### src/spcp_pkg.sv
// Shared types and constants for the subtitle page composition parser.
// Used by spcp_front, spcp_queue, spcp_back and the top level.
package spcp_pkg;

	localparam logic [7:0] SYNC_BYTE = 8'h0F;
	localparam logic [7:0] SEG_TYPE_PCS = 8'h10;

	localparam logic [1:0] KIND_HEADER = 2'd0;
	localparam logic [1:0] KIND_REGION = 2'd1;
	localparam logic [1:0] KIND_STATUS = 2'd2;

	localparam logic [2:0] ST_OK = 3'd0;
	localparam logic [2:0] ST_TRUNC_HEADER = 3'd1;
	localparam logic [2:0] ST_BAD_SYNC = 3'd2;
	localparam logic [2:0] ST_BODY_SHORT = 3'd3;
	localparam logic [2:0] ST_BAD_LOOP = 3'd4;
	localparam logic [2:0] ST_TOO_MANY = 3'd5;

	// ceil(2^18 / 6): exact floor(x / 6) for any 16-bit x
	localparam logic [15:0] DIV6_RECIP = 16'd43691;
	localparam int DIV6_SHIFT = 18;

	localparam int QAW = 2;

	typedef struct packed {
		logic [7:0] data_byte;
		logic last_byte;
	} in_t;

	typedef struct packed {
		logic [1:0] record_kind;
		logic [15:0] page_ident;
		logic [15:0] body_length;
		logic [7:0] time_out_seconds;
		logic [3:0] page_version;
		logic [1:0] page_mode;
		logic [13:0] region_total;
		logic [7:0] region_ident;
		logic [15:0] horizontal_pos;
		logic [15:0] vertical_pos;
		logic [2:0] status_code;
		logic end_of_run;
	} out_t;

	// one queue entry: a record, optionally followed by a status record
	typedef struct packed {
		out_t rec;
		logic two;
		logic [2:0] code;
	} entry_t;

endpackage

### src/spcp_front.sv
// Front end: takes segment bytes, tracks header and body position, builds records.
// Depends on spcp_pkg.
module spcp_front import spcp_pkg::*; (
	input logic clk,
	input logic arst_n,
	input logic byte_take,
	input in_t byte_in,
	input logic [13:0] region_limit,
	output logic push,
	output entry_t push_entry
);

	localparam logic [2:0] PH_HEADER = 3'd0;
	localparam logic [2:0] PH_TIMEOUT = 3'd1;
	localparam logic [2:0] PH_VERSION = 3'd2;
	localparam logic [2:0] PH_REGIONS = 3'd3;
	localparam logic [2:0] PH_SKIP = 3'd4;

	logic [2:0] phase_q, phase_n;
	logic [2:0] hpos_q, hpos_n;
	logic [15:0] left_q, left_n;
	logic [2:0] epos_q, epos_n;
	logic [15:0] page_q, page_n;
	logic [15:0] blen_q, blen_n;
	logic [13:0] rtot_q, rtot_n;
	logic [7:0] tout_q, tout_n;
	logic [7:0] rid_q, rid_n;
	logic [15:0] horz_q, horz_n;
	logic [7:0] vhi_q, vhi_n;
	logic sync_bad_q, sync_bad_n;

	logic [7:0] b;
	logic last;
	logic [15:0] loop_len;
	logic [31:0] prod;
	logic [13:0] quot;
	logic [15:0] quot6;
	logic [15:0] rem;
	logic has_main, has_stat;
	logic [2:0] stat_code;
	out_t main_rec, stat_rec;

	assign b = byte_in.data_byte;
	assign last = byte_in.last_byte;

	// divide by 6 via reciprocal
	assign loop_len = blen_n - 16'd2;
	assign prod = 32'(loop_len) * 32'(DIV6_RECIP);
	assign quot = prod[DIV6_SHIFT +: 14];
	assign quot6 = 16'({2'b0, quot} * 16'd6);
	assign rem = loop_len - quot6;

	always_comb begin
		phase_n = phase_q;
		hpos_n = hpos_q;
		left_n = left_q;
		epos_n = epos_q;
		page_n = page_q;
		blen_n = blen_q;
		rtot_n = rtot_q;
		tout_n = tout_q;
		rid_n = rid_q;
		horz_n = horz_q;
		vhi_n = vhi_q;
		sync_bad_n = sync_bad_q;
		has_main = 1'b0;
		has_stat = 1'b0;
		stat_code = ST_OK;
		main_rec = '0;

		unique case (phase_q)
			PH_HEADER: begin
				case (hpos_q)
					3'd0: begin
						page_n = '0;
						blen_n = '0;
						rtot_n = '0;
						tout_n = '0;
						rid_n = '0;
						horz_n = '0;
						vhi_n = '0;
						sync_bad_n = (b != SYNC_BYTE);
					end
					3'd1: if (b != SEG_TYPE_PCS) sync_bad_n = 1'b1;
					3'd2: page_n = {b, 8'h00};
					3'd3: page_n = {page_q[15:8], b};
					3'd4: blen_n = {b, 8'h00};
					default: blen_n = {blen_q[15:8], b};
				endcase
				if (hpos_q < 3'd5) begin
					if (last) begin
						has_stat = 1'b1;
						stat_code = ST_TRUNC_HEADER;
					end else begin
						hpos_n = hpos_q + 3'd1;
					end
				end else begin
					hpos_n = '0;
					if (sync_bad_q) begin
						has_stat = 1'b1;
						stat_code = ST_BAD_SYNC;
					end else if (last || blen_n < 16'd2) begin
						has_stat = 1'b1;
						stat_code = ST_BODY_SHORT;
					end else if (rem != 16'd0) begin
						has_stat = 1'b1;
						stat_code = ST_BAD_LOOP;
					end else begin
						rtot_n = quot;
						if (quot > region_limit) begin
							has_stat = 1'b1;
							stat_code = ST_TOO_MANY;
						end else begin
							left_n = blen_n;
							phase_n = PH_TIMEOUT;
						end
					end
				end
			end
			PH_TIMEOUT: begin
				tout_n = b;
				left_n = left_q - 16'd1;
				if (last) begin
					has_stat = 1'b1;
					stat_code = ST_BODY_SHORT;
				end else begin
					phase_n = PH_VERSION;
				end
			end
			PH_VERSION: begin
				left_n = left_q - 16'd1;
				has_main = 1'b1;
				main_rec.record_kind = KIND_HEADER;
				main_rec.time_out_seconds = tout_q;
				main_rec.page_version = b[7:4];
				main_rec.page_mode = b[3:2];
				epos_n = '0;
				if (left_n == 16'd0) begin
					has_stat = 1'b1;
					stat_code = ST_OK;
				end else if (last) begin
					has_stat = 1'b1;
					stat_code = ST_BODY_SHORT;
				end else begin
					phase_n = PH_REGIONS;
				end
			end
			PH_REGIONS: begin
				left_n = left_q - 16'd1;
				case (epos_q)
					3'd0: rid_n = b;
					3'd1: ;
					3'd2: horz_n = {b, 8'h00};
					3'd3: horz_n = {horz_q[15:8], b};
					3'd4: vhi_n = b;
					default: begin
						has_main = 1'b1;
						main_rec.record_kind = KIND_REGION;
						main_rec.region_ident = rid_q;
						main_rec.horizontal_pos = horz_q;
						main_rec.vertical_pos = {vhi_q, b};
					end
				endcase
				epos_n = (epos_q >= 3'd5) ? 3'd0 : epos_q + 3'd1;
				if (left_n == 16'd0) begin
					has_stat = 1'b1;
					stat_code = ST_OK;
				end else if (last) begin
					has_stat = 1'b1;
					stat_code = ST_BODY_SHORT;
				end
			end
			default: ;
		endcase

		if (has_stat) phase_n = PH_SKIP;
		if (last) begin
			phase_n = PH_HEADER;
			hpos_n = '0;
			epos_n = '0;
			left_n = '0;
		end

		main_rec.page_ident = page_n;
		main_rec.body_length = blen_n;
		main_rec.region_total = rtot_n;

		stat_rec = '0;
		stat_rec.record_kind = KIND_STATUS;
		stat_rec.page_ident = page_n;
		stat_rec.body_length = blen_n;
		stat_rec.region_total = rtot_n;
		stat_rec.status_code = stat_code;

		push_entry.code = stat_code;
		if (has_main) begin
			push_entry.rec = main_rec;
			push_entry.two = has_stat;
		end else begin
			push_entry.rec = stat_rec;
			push_entry.two = 1'b0;
		end
	end

	assign push = byte_take && (has_main || has_stat);

	always_ff @(posedge clk or negedge arst_n) begin
		if (!arst_n) begin
			phase_q <= PH_HEADER;
			hpos_q <= '0;
			left_q <= '0;
			epos_q <= '0;
			page_q <= '0;
			blen_q <= '0;
			rtot_q <= '0;
			tout_q <= '0;
			rid_q <= '0;
			horz_q <= '0;
			vhi_q <= '0;
			sync_bad_q <= 1'b0;
		end else if (byte_take) begin
			phase_q <= phase_n;
			hpos_q <= hpos_n;
			left_q <= left_n;
			epos_q <= epos_n;
			page_q <= page_n;
			blen_q <= blen_n;
			rtot_q <= rtot_n;
			tout_q <= tout_n;
			rid_q <= rid_n;
			horz_q <= horz_n;
			vhi_q <= vhi_n;
			sync_bad_q <= sync_bad_n;
		end
	end

endmodule

### src/spcp_queue.sv
// Short record queue between the parser front end and the output stage.
// Depends on spcp_pkg.
module spcp_queue import spcp_pkg::*; (
	input logic clk,
	input logic arst_n,
	input logic push,
	input entry_t push_entry,
	input logic pop,
	output entry_t head,
	output logic empty,
	output logic full
);

	entry_t mem_q [2**QAW];
	logic [QAW:0] wr_q, rd_q;

	assign empty = (wr_q == rd_q);
	assign full = (wr_q[QAW] != rd_q[QAW]) && (wr_q[QAW-1:0] == rd_q[QAW-1:0]);
	assign head = mem_q[rd_q[QAW-1:0]];

	always_ff @(posedge clk) begin
		if (push) mem_q[wr_q[QAW-1:0]] <= push_entry;
	end

	always_ff @(posedge clk or negedge arst_n) begin
		if (!arst_n) begin
			wr_q <= '0;
			rd_q <= '0;
		end else begin
			if (push) wr_q <= wr_q + {{QAW{1'b0}}, 1'b1};
			if (pop) rd_q <= rd_q + {{QAW{1'b0}}, 1'b1};
		end
	end

endmodule

### src/spcp_back.sv
// Output stage: drains queue entries into the output register, splitting
// two-record entries over two transfers. Depends on spcp_pkg.
module spcp_back import spcp_pkg::*; (
	input logic clk,
	input logic arst_n,
	input entry_t head,
	input logic empty,
	output logic pop,
	output logic out_valid,
	input logic out_stall,
	output out_t out_data
);

	logic valid_q;
	out_t rec_q;
	logic pend_q;
	entry_t pend_entry_q;
	logic load;
	out_t first_rec, stat_rec;

	assign load = !valid_q || !out_stall;
	assign pop = load && !pend_q && !empty;

	always_comb begin
		first_rec = head.rec;
		first_rec.end_of_run = !head.two;
		stat_rec = '0;
		stat_rec.record_kind = KIND_STATUS;
		stat_rec.page_ident = pend_entry_q.rec.page_ident;
		stat_rec.body_length = pend_entry_q.rec.body_length;
		stat_rec.region_total = pend_entry_q.rec.region_total;
		stat_rec.status_code = pend_entry_q.code;
		stat_rec.end_of_run = 1'b1;
	end

	always_ff @(posedge clk or negedge arst_n) begin
		if (!arst_n) begin
			valid_q <= 1'b0;
			pend_q <= 1'b0;
		end else if (load) begin
			if (pend_q) begin
				valid_q <= 1'b1;
				pend_q <= 1'b0;
			end else begin
				valid_q <= !empty;
				pend_q <= !empty && head.two;
			end
		end
	end

	always_ff @(posedge clk) begin
		if (load) begin
			if (pend_q) begin
				rec_q <= stat_rec;
			end else if (!empty) begin
				rec_q <= first_rec;
				pend_entry_q <= head;
			end
		end
	end

	assign out_valid = valid_q;
	assign out_data = rec_q;

endmodule

### src/subtitle_page_composition_parser.sv
// Subtitle page composition segment parser, top level.
// Byte channel in, record channel out, one configuration register.
// Depends on spcp_pkg, spcp_front, spcp_queue, spcp_back.
//
// Usage:
//  - in_valid/in_stall/in_data carry one segment byte per transfer; last_byte
//    marks the end of the buffer and rearms the parser for a new segment.
//  - out_valid/out_stall/out_data carry records: a header record, region
//    records, and a closing status record; end_of_run flags the last record
//    caused by one input byte.
//  - cfg_we/cfg_data write region_limit (reset value 16); write only when idle.
// Timing:
//  - One byte accepted per cycle while in_stall is low. A record is written into
//    the queue when the byte that completes it is transferred, then is loaded into the output register.
//  - A byte that yields two records (a header or region record followed by the
//    status) goes out as two output transfers; the four-entry record queue absorbs it.
//  - in_stall rises only when that queue is full, i.e. when the receiver has
//    held out_stall long enough to back it up.
// Reset: arst_n clears the parser to wait for header byte zero and empties
//  the queue and output register.
module subtitle_page_composition_parser import spcp_pkg::*; (
	input logic clk,
	input logic arst_n,
	input logic in_valid,
	output logic in_stall,
	input in_t in_data,
	output logic out_valid,
	input logic out_stall,
	output out_t out_data,
	input logic cfg_we,
	input logic [13:0] cfg_data
);

	logic [13:0] region_limit_q;
	logic byte_take;
	logic push, pop, empty, full;
	entry_t push_entry, head;

	always_ff @(posedge clk or negedge arst_n) begin
		if (!arst_n) region_limit_q <= 14'd16;
		else if (cfg_we) region_limit_q <= cfg_data;
	end

	assign in_stall = full;
	assign byte_take = in_valid && !full;

	spcp_front u_front (
		.clk(clk),
		.arst_n(arst_n),
		.byte_take(byte_take),
		.byte_in(in_data),
		.region_limit(region_limit_q),
		.push(push),
		.push_entry(push_entry)
	);

	spcp_queue u_queue (
		.clk(clk),
		.arst_n(arst_n),
		.push(push),
		.push_entry(push_entry),
		.pop(pop),
		.head(head),
		.empty(empty),
		.full(full)
	);

	spcp_back u_back (
		.clk(clk),
		.arst_n(arst_n),
		.head(head),
		.empty(empty),
		.pop(pop),
		.out_valid(out_valid),
		.out_stall(out_stall),
		.out_data(out_data)
	);

endmodule

### config.mk
export PLATFORM = sky130hd
export DESIGN_NAME = subtitle_page_composition_parser
export DESIGN_NICKNAME = d
export VERILOG_FILES = /design/src/spcp_pkg.sv /design/src/spcp_front.sv /design/src/spcp_queue.sv /design/src/spcp_back.sv /design/src/subtitle_page_composition_parser.sv
export SDC_FILE = /design/constraint.sdc
export NUM_CORES = 1
export LEC_CHECK = 0
export ABC_AREA = 0
export BUFFER_PORTS_ARGS = -buffer_cell sky130_fd_sc_hd__buf_4
export CAP_MARGIN = 20
export CORE_UTILIZATION = 67
export CTS_BUF_LIST = sky130_fd_sc_hd__clkbuf_4 sky130_fd_sc_hd__clkbuf_8 sky130_fd_sc_hd__clkbuf_16
export DETAILED_ROUTE_END_ITERATION = 6
export GPL_TIMING_DRIVEN = 0
export PLACE_DENSITY = 0.85
export SLEW_MARGIN = 5
export SYNTH_ARGS = -nofsm -noshare
export SYNTH_HDL_FRONTEND = slang
export SYNTH_SLANG_ARGS = --single-unit
### constraint.sdc
create_clock -name clk -period 52.4 [get_ports clk]
set_input_delay 10.48 -clock clk [delete_from_list [all_inputs] [get_ports clk]]
set_output_delay 10.48 -clock clk [all_outputs]
set_load 0.02 [all_outputs]
==> results of run 1 <==
## through the flow
step / setup slack, ns / hold slack [ns] / util (%) / instance area [um2]
5_1_grt: 26.05 / 0.518 / 76.9 / 40400
3_5_place_dp: 26.94 / 0.470 / 72.2 / 37900
3_3_place_gp: 19.22 / 0.458 / 71.5 / 37500
4_1_cts: 27.50 / 0.483 / 76.9 / 40400
2_1_floorplan: 25.58 / 0.442 / - / 35700
6_report: 27.05 / 0.486 / 76.9 / 40400
## worst reg2reg max path: cells and delay by family (launching register included)
| family | cells | cell delay [ns] |
|---|---|---|
| AOI/OAI and AO/OA | 19 | 4.85 |
| adders and majority gates | 11 | 4.18 |
| and+or+nand+nor | 15 | 3.82 |
| buffers and inverters | 11 | 1.94 |
| xor gates and xnor gates | 2 | 1.15 |
| DFF | 1 | 0.50 |
## cell usage after synthesis, types with 4 or more instances
library cell  instances
a31oi_1              16
mux4_2              109
nand2_1             335
xor2_1               26
dfrtp_1             133
o31ai_1              16
o211ai_1              8
a21o_1               11
a21oi_1              81
edfxtp_1            591
and2_1              113
buf_1                25
a211o_1               4
nand4_1              14
o21ai_1              20
and3_1               18
nor2b_1              15
fa_1                 79
nor4_1                6
nand3_1              31
o21bai_1              5
o21a_1                7
buf_2                 5
mux2_2               28
nor3_1               40
o22ai_1               7
or3_1                 9
inv_1               234
a211oi_1              8
nand2b_1             19
or2_2                 5
clkbuf_1             76
a21boi_0              4
o21ai_0             150
a32o_1                5
ha_1                180
xnor2_1              33
nor2_1               89
a22oi_1              10
a22o_1               28
## area by class of cell
cell class | instances | area [um2] | share of cell area (%)
multi-input cells | 1597 | 13300 | 32.9
clock buffers | 102 | 2140 | 5.30
clock inverters | 28 | 337 | 0.833
well taps | 688 | 861 | 2.13
inverters | 237 | 890 | 2.20
flip-flops and latches | 725 | 21100 | 52.2
plain buffers | 107 | 415 | 1.03
repair buffers | 151 | 1350 | 3.34
## final timing paths
check	start	endpoint	slack [ns]
max	in_data[2]	u_queue.mem_q[0][89]$_DFFE_PP_	27.05
min	u_front.page_q[9]$_DFFE_PN0P_	u_front.page_q[9]$_DFFE_PN0P_	0.49
max reg2reg	u_front.hpos_q[0]$_DFFE_PN0P_	u_queue.mem_q[0][89]$_DFFE_PP_	35.61
min reg2reg	u_front.page_q[9]$_DFFE_PN0P_	u_front.page_q[9]$_DFFE_PN0P_	0.49
max in group asynchronous	arst_n	u_front.rid_q[4]$_DFFE_PN0P_	41.65
min in group asynchronous	arst_n	region_limit_q[5]$_DFFE_PN0P_	9.86
## layer usage
metal,vias to the layer above,share of wire (%),global-route usage (%)
met4,2,4.7,15.9
met3,331,8.5,6.03
met2,1477,49,57.2
met1,11800,38,45.9
met5,-,0.014,0
li1,10100,-,-
## state kept, by name, summed over array words and instances, names as in the netlist, 16 cells and up
name / cells
u_queue.mem_q: 436
u_back.out_data: 106
u_back.pend_entry_q: 49
u_front.blen_q: 16
u_front.horz_q: 16
u_front.left_q: 16
u_front.page_q: 16
## layout by cell type, fill, tap and decap left out, types with 40 or more instances in the layout
cell type | synthesis | routed
a21oi_1 | 81 | 80
and2_1 | 113 | 110
buf_4 | 1 | 135
clkbuf_1 | 76 | 75
clkbuf_16 | 0 | 77
dfrtp_1 | 133 | 133
edfxtp_1 | 591 | 591
fa_1 | 79 | 79
ha_1 | 180 | 180
inv_1 | 234 | 234
mux4_2 | 109 | 109
nand2_1 | 335 | 335
nor2_1 | 89 | 89
nor3_1 | 40 | 40
o21ai_0 | 150 | 149
## cell families after synthesis
group,Yosys count,synth area share [%]
DFF,725,59.1
and+or+nand+nor,714,9.47
AOI/OAI and AO/OA,421,7.56
buffers and inverters,344,3.65
adders and majority gates,262,10.8
muxes,140,7.85
xor gates and xnor gates,60,1.51
==> impl_results.md, run 1 <==
- Synth area leaders: edfxtp_1 50%, dfrtp_1 9.3%, mux4_2 6.9%
- Routability cong.: 0.926
- Final hold vios: 0
- Unrepaired setup endpoints after global routing: false
- Synthesized flop and latch total: 725
- Synth-to-Final Area Change: 13.2%
- Port Buf Inserts: 134
- CTS clk-pin slew, worst paths: 0.06 ns
- Final setup viols: 0
- I/O pin count: 136
- Mapped cell area: 35,700 um2
- Routed WL per cell: 25.6 um
- # fillers: 2,973
- Max Freq: 39.4 MHz
- Worst path required time: 52.71 ns
- Hold_buf cts: 0
- CP max stage delay: 0.78 ns
- Hold crit path type: reg2reg
- CTS H-tree lvls: 3
- Main synth FF type: edfxtp_1
- Relative slew slack: 18.1%
- Crit-path slowest cell: xnor2_1
- CP max FO: 56
- DRT antenna net count: 0
- Ys async rst share: 18.5%
- Net count, final: 3,176
- FP Rows: 84
- Drt total wl: 93,000 um
- Post-CTS Setup Bufs: 0
- # diodes: 0
- First-pass GRT wire length: 140,000 um
- Pin count of the biggest net entering global routing: 76
- CTS root buf: clkbuf_16
- Antenna violations before repair: 3
- Grt total ovfl: 0
- Total GRT Usage: 34.9%
- Clock sinks: 725
- Yosys warning count: 0
- Worst skew pair latency: 0.62 ns
- Worst path arrival time: 25.66 ns
- Critical path type: in2reg
- First-pass DRT Iterations: 6
- Levels on crit path: 54
- CTS Buf Count: 70
- Total die area: 54,200 um2
- Final period util: 48.4%
- DR vias: 23,700
- Layout cell share with drive strength beyond 1: 15.3%
- Die height: 233 um
- Sequential fraction of the synthesis area: 59.1%
- Cell class contributing the biggest share of worst-path delay: compound AO/OA/AOI/OAI gates
- Max cap viols: 0
- Worst Clk Skew: 0.0263 ns
- Shortest period the worst path allows: 25.35 ns
- Placed cells: 3,505
- Fin Setup TNS: 0 ns
- Reg2Reg Depth: 58
- Width of the die: 233 um
- Critical path launch point type: input pin
- Post-synth cell types: 87
- Area leader, netlist: edfxtp_1
- Post-synth EDFFs: 591
- Drt drc: 0
- DR iter-0 viols: 2,892
- Initial Util: 67.9%
- Mapped Cells: 2,666
- Vias in the first global route: 23,900
- CTS Buffer Depth: 3
- Core Area: 52,600 um2
- Slew Limit Fails: 0
- CTS tree: built
- Post-synth top area share: 49.7%
- Final HPWL DP: 60,400 um
- Post-Syn Nets: 2,953
- Final non-filler cell total: 3,635
- Status: finished, final reports clean
- DR vias/cell: 6.52
- Worst slew pin tran: 1.22 ns
- Critical path endpoint category: flip-flop
- Hold Path Depth: 2
- Post-Syn Area per Cell: 13.4 um2
- Worst Path Buf+Inv: 10
- Post_cts resized: 0
Power of run 1 is left out: the tool's default activity adds up to more than one toggle a clock period on the data nets, which glitch-free logic cannot reach.
==> run 2: changes to the inputs <==
Settings changed: CORE_UTILIZATION 67 to 56, PLACE_DENSITY 0.85 to 0.76.
Clock period 52.4 ns to 20.9 ns, I/O delays scaled along.
==> run 2 against run 1 <==
  * Hold slack got worse by 0.012 ns
  * Register-to-register slack lost 31 ns
  * Die area is 19% higher
  * Critical path depth unchanged
  * Routed wire length decreased by 8.0%
  * Clock-buffer cell count is 3 higher
  * Cell count rose by 4.5%
  * Worst setup slack lost 25 ns
  * The flow now finishes with violations (DRC)
  * Global-route usage is 8.1 points lower
  * Core utilization fell by 12 points
  * Flip-flop and latch count stayed put
  * Non-clock buffer count up 7
  * Largest cell class unchanged
==> impl_results.md, run 2 (synthesis results as in run 1) <==
- Status: finished, violations left
- Violated checks: DRC
- CTS clk-pin slew, worst paths: 0.06 ns
- CTS H-tree lvls: 3
- Net count, final: 3,184
- Drt total wl: 85,600 um
- Total die area: 64,700 um2
- Relative slew slack: 23.0%
- Max cap viols: 0
- Grt total ovfl: 0
- Critical path endpoint category: flip-flop
- Routed WL per cell: 22.5 um
- Crit-path slowest cell: xnor2_1
- Max FFs per register: 436
- Routability cong.: 0.944
- Unrepaired setup endpoints after global routing: false
- CP max FO: 53
- Synth-to-Final Area Change: 14.0%
- Worst path required time: 21.23 ns
- CTS Buffer Depth: 3
- Worst skew pair latency: 0.62 ns
- FP Rows: 92
- Total GRT Usage: 26.8%
- First-pass DRT Iterations: 7
- DR iter-0 viols: 2,086
- Clock sinks: 725
- Max Freq: 53.5 MHz
- Post-DP Area: 38,300 um2
- Shortest period the worst path allows: 18.70 ns
- Layout cell share with drive strength beyond 1: 15.5%
- # diodes: 0
- First-pass GRT wire length: 130,000 um
- CTS Buf Count: 71
- Most frequent cells in the layout: 591 x edfxtp_1, 335 x nand2_1, 234 x inv_1, 180 x ha_1, 149 x o21ai_0
- CP max stage delay: 0.75 ns
- DR vias: 22,500
- Worst slew pin tran: 1.16 ns
- Final non-filler cell total: 3,800
- Hold crit path type: reg2reg
- # fillers: 4,477
- Port Buf Inserts: 134
- Commonest non-fill, non-tap cell in the layout: edfxtp_1
- Worst path arrival time: 19.03 ns
- Antenna violations before repair: 0
- Drt drc: 1
- CTS root buf: clkbuf_16
- Final HPWL DP: 59,700 um
- Pin count of the biggest net entering global routing: 89
- Core Area: 63,000 um2
- Post_cts resized: 0
- DR vias/cell: 5.92
- Final setup viols: 0
- Fin Setup TNS: 0 ns
- Cell area after layout: 40,700 um2
- Slew Limit Fails: 0
- Placed cells: 3,670
- Final hold vios: 0
- Critical path type: in2reg
- DRT antenna net count: 0
- Width of the die: 254 um
- Initial Util: 56.7%
- Post-CTS Setup Bufs: 0
- Final period util: 89.5%
- I/O pin count: 136
- Critical path launch point type: input pin
- Worst Clk Skew: 0.0201 ns
- Vias in the first global route: 22,700
- Die height: 254 um
- Hold_buf cts: 0
- CTS tree: built
==> run 2: cell types whose count changed in the layout (fill, tap and decap cells not counted), moves of 2 or more <==
cell	before	now
clkbuf_8	4	12
bufinv_16	7	3
clkbuf_16	77	73
inv_16	0	2
buf_16	6	12
buf_4	135	137
==> run 2: through the flow <==
| step | util (%) | hold WS (ns) | setup WS [ns] |
|---|---|---|---|
| CTS | 64.6 | 0.475 | 2.48 |
| finish | 64.6 | 0.475 | 2.20 |
| global placement | 59.9 | 0.457 | -6.36 |
| detailed placement | 60.8 | 0.462 | 1.90 |
| global route | 64.6 | 0.484 | 1.45 |
| floorplan | - | 0.442 | 0.383 |
==> run 2: worst paths after layout <==
check                                                from                              to  slack, ns  depth (start not counted)
hold reg to reg            u_front.horz_q[12]$_DFFE_PN0P_  u_front.horz_q[12]$_DFFE_PN0P_       0.47                          2
hold / removal             u_front.horz_q[12]$_DFFE_PN0P_  u_front.horz_q[12]$_DFFE_PN0P_       0.47                          2
setup / recovery                               in_data[2]  u_queue.mem_q[0][38]$_DFFE_PP_       2.20                         54
min in group asynchronous                          arst_n   region_limit_q[5]$_DFFE_PN0P_       3.50                          1
setup reg to reg            u_front.hpos_q[0]$_DFFE_PN0P_  u_queue.mem_q[0][38]$_DFFE_PP_       4.36                         58
max in group asynchronous                          arst_n  u_front.horz_q[11]$_DFFE_PN0P_      16.49                          2
==> run 2: layout make-up <==
type	instances	area, um2	area share (%)
well taps	846	1060	2.60
plain buffers	107	415	1.02
multi-input cells	1597	13300	32.7
clock buffers	105	2140	5.27
clock inverters	25	256	0.631
inverters	237	890	2.19
repair buffers	158	1500	3.70
flip-flops and latches	725	21100	51.9
==> run 2: critical path, delay by kind of cell <==
family / cells / cell delay, ns
XOR/XNOR: 2 / 0.90
AND/OR/NAND/NOR: 14 / 3.75
adder cells (fa/ha/maj): 10 / 3.89
buffers and inverters: 10 / 1.76
AO/OA/AOI/OAI: 18 / 4.52
==> run 2: layer usage <==
| metal | up-vias | wire, um | global-route usage (%) | share of wire [%] |
|---|---|---|---|---|
| met4 | 0 | 2140 | 8.06 | 2.5 |
| met1 | 11400 | 35400 | 36.1 | 41 |
| met2 | 844 | 42900 | 45.6 | 50 |
| met3 | 143 | 5120 | 3.60 | 6.0 |
| met5 | - | 0 | 0 | 0 |
| li1 | 10100 | - | - | - |
Power of run 2 is left out for the same reason.
==> run 3: changes to the inputs <==
Settings changed: CORE_UTILIZATION 56 to 36, PLACE_DENSITY 0.76 to default.
==> run 3 against run 2 <==
  * The flow now finishes without violations
  * Highest routed layer is now met5
  * Maximum frequency down 1.1%
  * Non-clock buffer count is 3 higher
  * Critical path depth rose by 1
==> impl_results.md, run 3 (synthesis results as in run 1) <==
- Status: finished, final reports clean
- Hold_buf cts: 0
- Met3 global-route usage: 3.11%
- Hold_sp: u_front.horz_q[10]$_DFFE_PN0P_
- Critical path type: in2reg
- DR vias: 21,700
- Antenna violations before repair: 3
- CTS root buf: clkbuf_16
- Drt drc: 0
- Final hold vios: 0
- Die height: 317 um
- Start of the worst register-to-register path: u_front.hpos_q[0]$_DFFE_PN0P_
- Initial Util: 36.3%
- Max Freq: 52.9 MHz
- Crit-path slowest cell: xnor2_1
- First-pass GRT wire length: 130,000 um
- Critical path endpoint category: flip-flop
- Unrepaired setup endpoints after global routing: false
- CP max FO: 47
- Net count, final: 3,189
- Worst hold slack: 0.471 ns
- Post-CTS Setup Bufs: 0
- Met2 usage: 27.9%
- I/O pin count: 136
- First-pass DRT Iterations: 6
- DR iter-0 viols: 1,697
- Routability cong.: 0.888
- Reg2Reg Depth: 59
- Worst Clk Skew: 0.0394 ns
- Final core utilization: 42.1%
- Total die area: 100,000 um2
- Critical path launch point type: input pin
- Final period util: 90.5%
- Fin Setup TNS: 0 ns
- CTS tree: built
- Worst Setup SP: in_data[2]
- Vias in the first global route: 21,600
- # fillers: 8,996
- Drt total wl: 84,500 um
- Clock sinks: 725
- CTS Buffer Depth: 3
- Layout cell share with drive strength beyond 1: 15.6%
- Worst path arrival time: 19.25 ns
- Hold crit path type: reg2reg
- FP Rows: 115
- Worst slew pin tran: 1.14 ns
- DR vias/cell: 5.10
- Total GRT Usage: 17.0%
- Pin count of the biggest net entering global routing: 84
- Final setup viols: 0
- CTS H-tree lvls: 3
- DRT antenna net count: 0
- Worst skew pair latency: 0.64 ns
- Met1 Use GR: 22.7%
- Commonest non-fill, non-tap cell in the layout: edfxtp_1
- Worst reg2reg setup slack: 4.14 ns
- CP max stage delay: 0.90 ns
- Core Area: 98,300 um2
- Synth-to-Final Area Change: 15.9%
- Width of the die: 317 um
- Max cap viols: 0
- CTS clk-pin slew, worst paths: 0.06 ns
- Slew Limit Fails: 0
- Shortest period the worst path allows: 18.91 ns
- Port Buf Inserts: 134
- Reg-to-reg endpoint: u_queue.mem_q[2][19]$_DFFE_PP_
- Most frequent cells in the layout: 591 x edfxtp_1, 335 x nand2_1, 234 x inv_1, 180 x ha_1, 149 x o21ai_0
- GR peak layer: met2
- Worst path required time: 21.24 ns
- Relative slew slack: 23.6%
- Post_cts resized: 0
- Critical Path Sink: u_queue.mem_q[2][19]$_DFFE_PP_
- Routed WL per cell: 19.9 um
- Max FFs per register: 436
- Grt total ovfl: 0
- Final HPWL DP: 61,100 um
- CTS Buf Count: 73
run 3: changes by cell type in the layout (fill, tap and decap cells not counted), sizes merged:
cell / previous run / this run
bufinv: 3 / 4
clkinv: 18 / 22
buf: 189 / 192
diode: 0 / 3
clkbuf: 181 / 178
run 3: layer usage:
metal  vias up  routed length (um)
met5         -                  42
met4         6                2180
met3       135                4490
met2       571               41000
met1     10800               36900
li1      10200                   -
run 3: how the worst min path moves through the flow:
stage | end | slack (ns) | depth (start not counted)
3_3_place_gp | u_front.horz_q[13]$_DFFE_PN0P_ | 0.45 | 2
6_report | u_front.horz_q[10]$_DFFE_PN0P_ | 0.47 | 2
5_1_grt | u_front.horz_q[10]$_DFFE_PN0P_ | 0.49 | 2
2_1_floorplan | u_front.horz_q[10]$_DFFE_PN0P_ | 0.44 | 2
4_1_cts | u_front.horz_q[13]$_DFFE_PN0P_ | 0.48 | 2
3_5_place_dp | u_front.horz_q[13]$_DFFE_PN0P_ | 0.46 | 2
run 3: area by class of cell:
cell class / instances / area [um2] / area share [%]
multi-input cells: 1597 / 13300 / 32.2
clock buffers: 102 / 2110 / 5.11
flip-flops and latches: 725 / 21100 / 51.0
diodes: 3 / 7.51 / 0.0182
plain buffers: 107 / 415 / 1.00
clock inverters: 30 / 358 / 0.866
well taps: 1287 / 1610 / 3.90
repair buffers: 161 / 1540 / 3.72
inverters: 237 / 890 / 2.15
run 3: critical path, delay by kind of cell:
family	cells	cell delay, ns
AOI/OAI and AO/OA	18	4.46
xor gates and xnor gates	2	1.12
adders and majority gates	10	3.84
buffers and inverters	11	1.96
and+or+nand+nor	14	3.58
run 3: per-stage QoR:
stage                     cell area (um2)  std cells  worst slack [ns]
after detailed placement            38800       4112              1.45
after CTS                           41300       4244              2.01
after global routing                41300       4246             0.843
after global placement              38300       4087             -6.98
final                               41300       4249              1.99
after floorplan                     35700       2666             0.383
Power of run 3 is left out for the same reason.
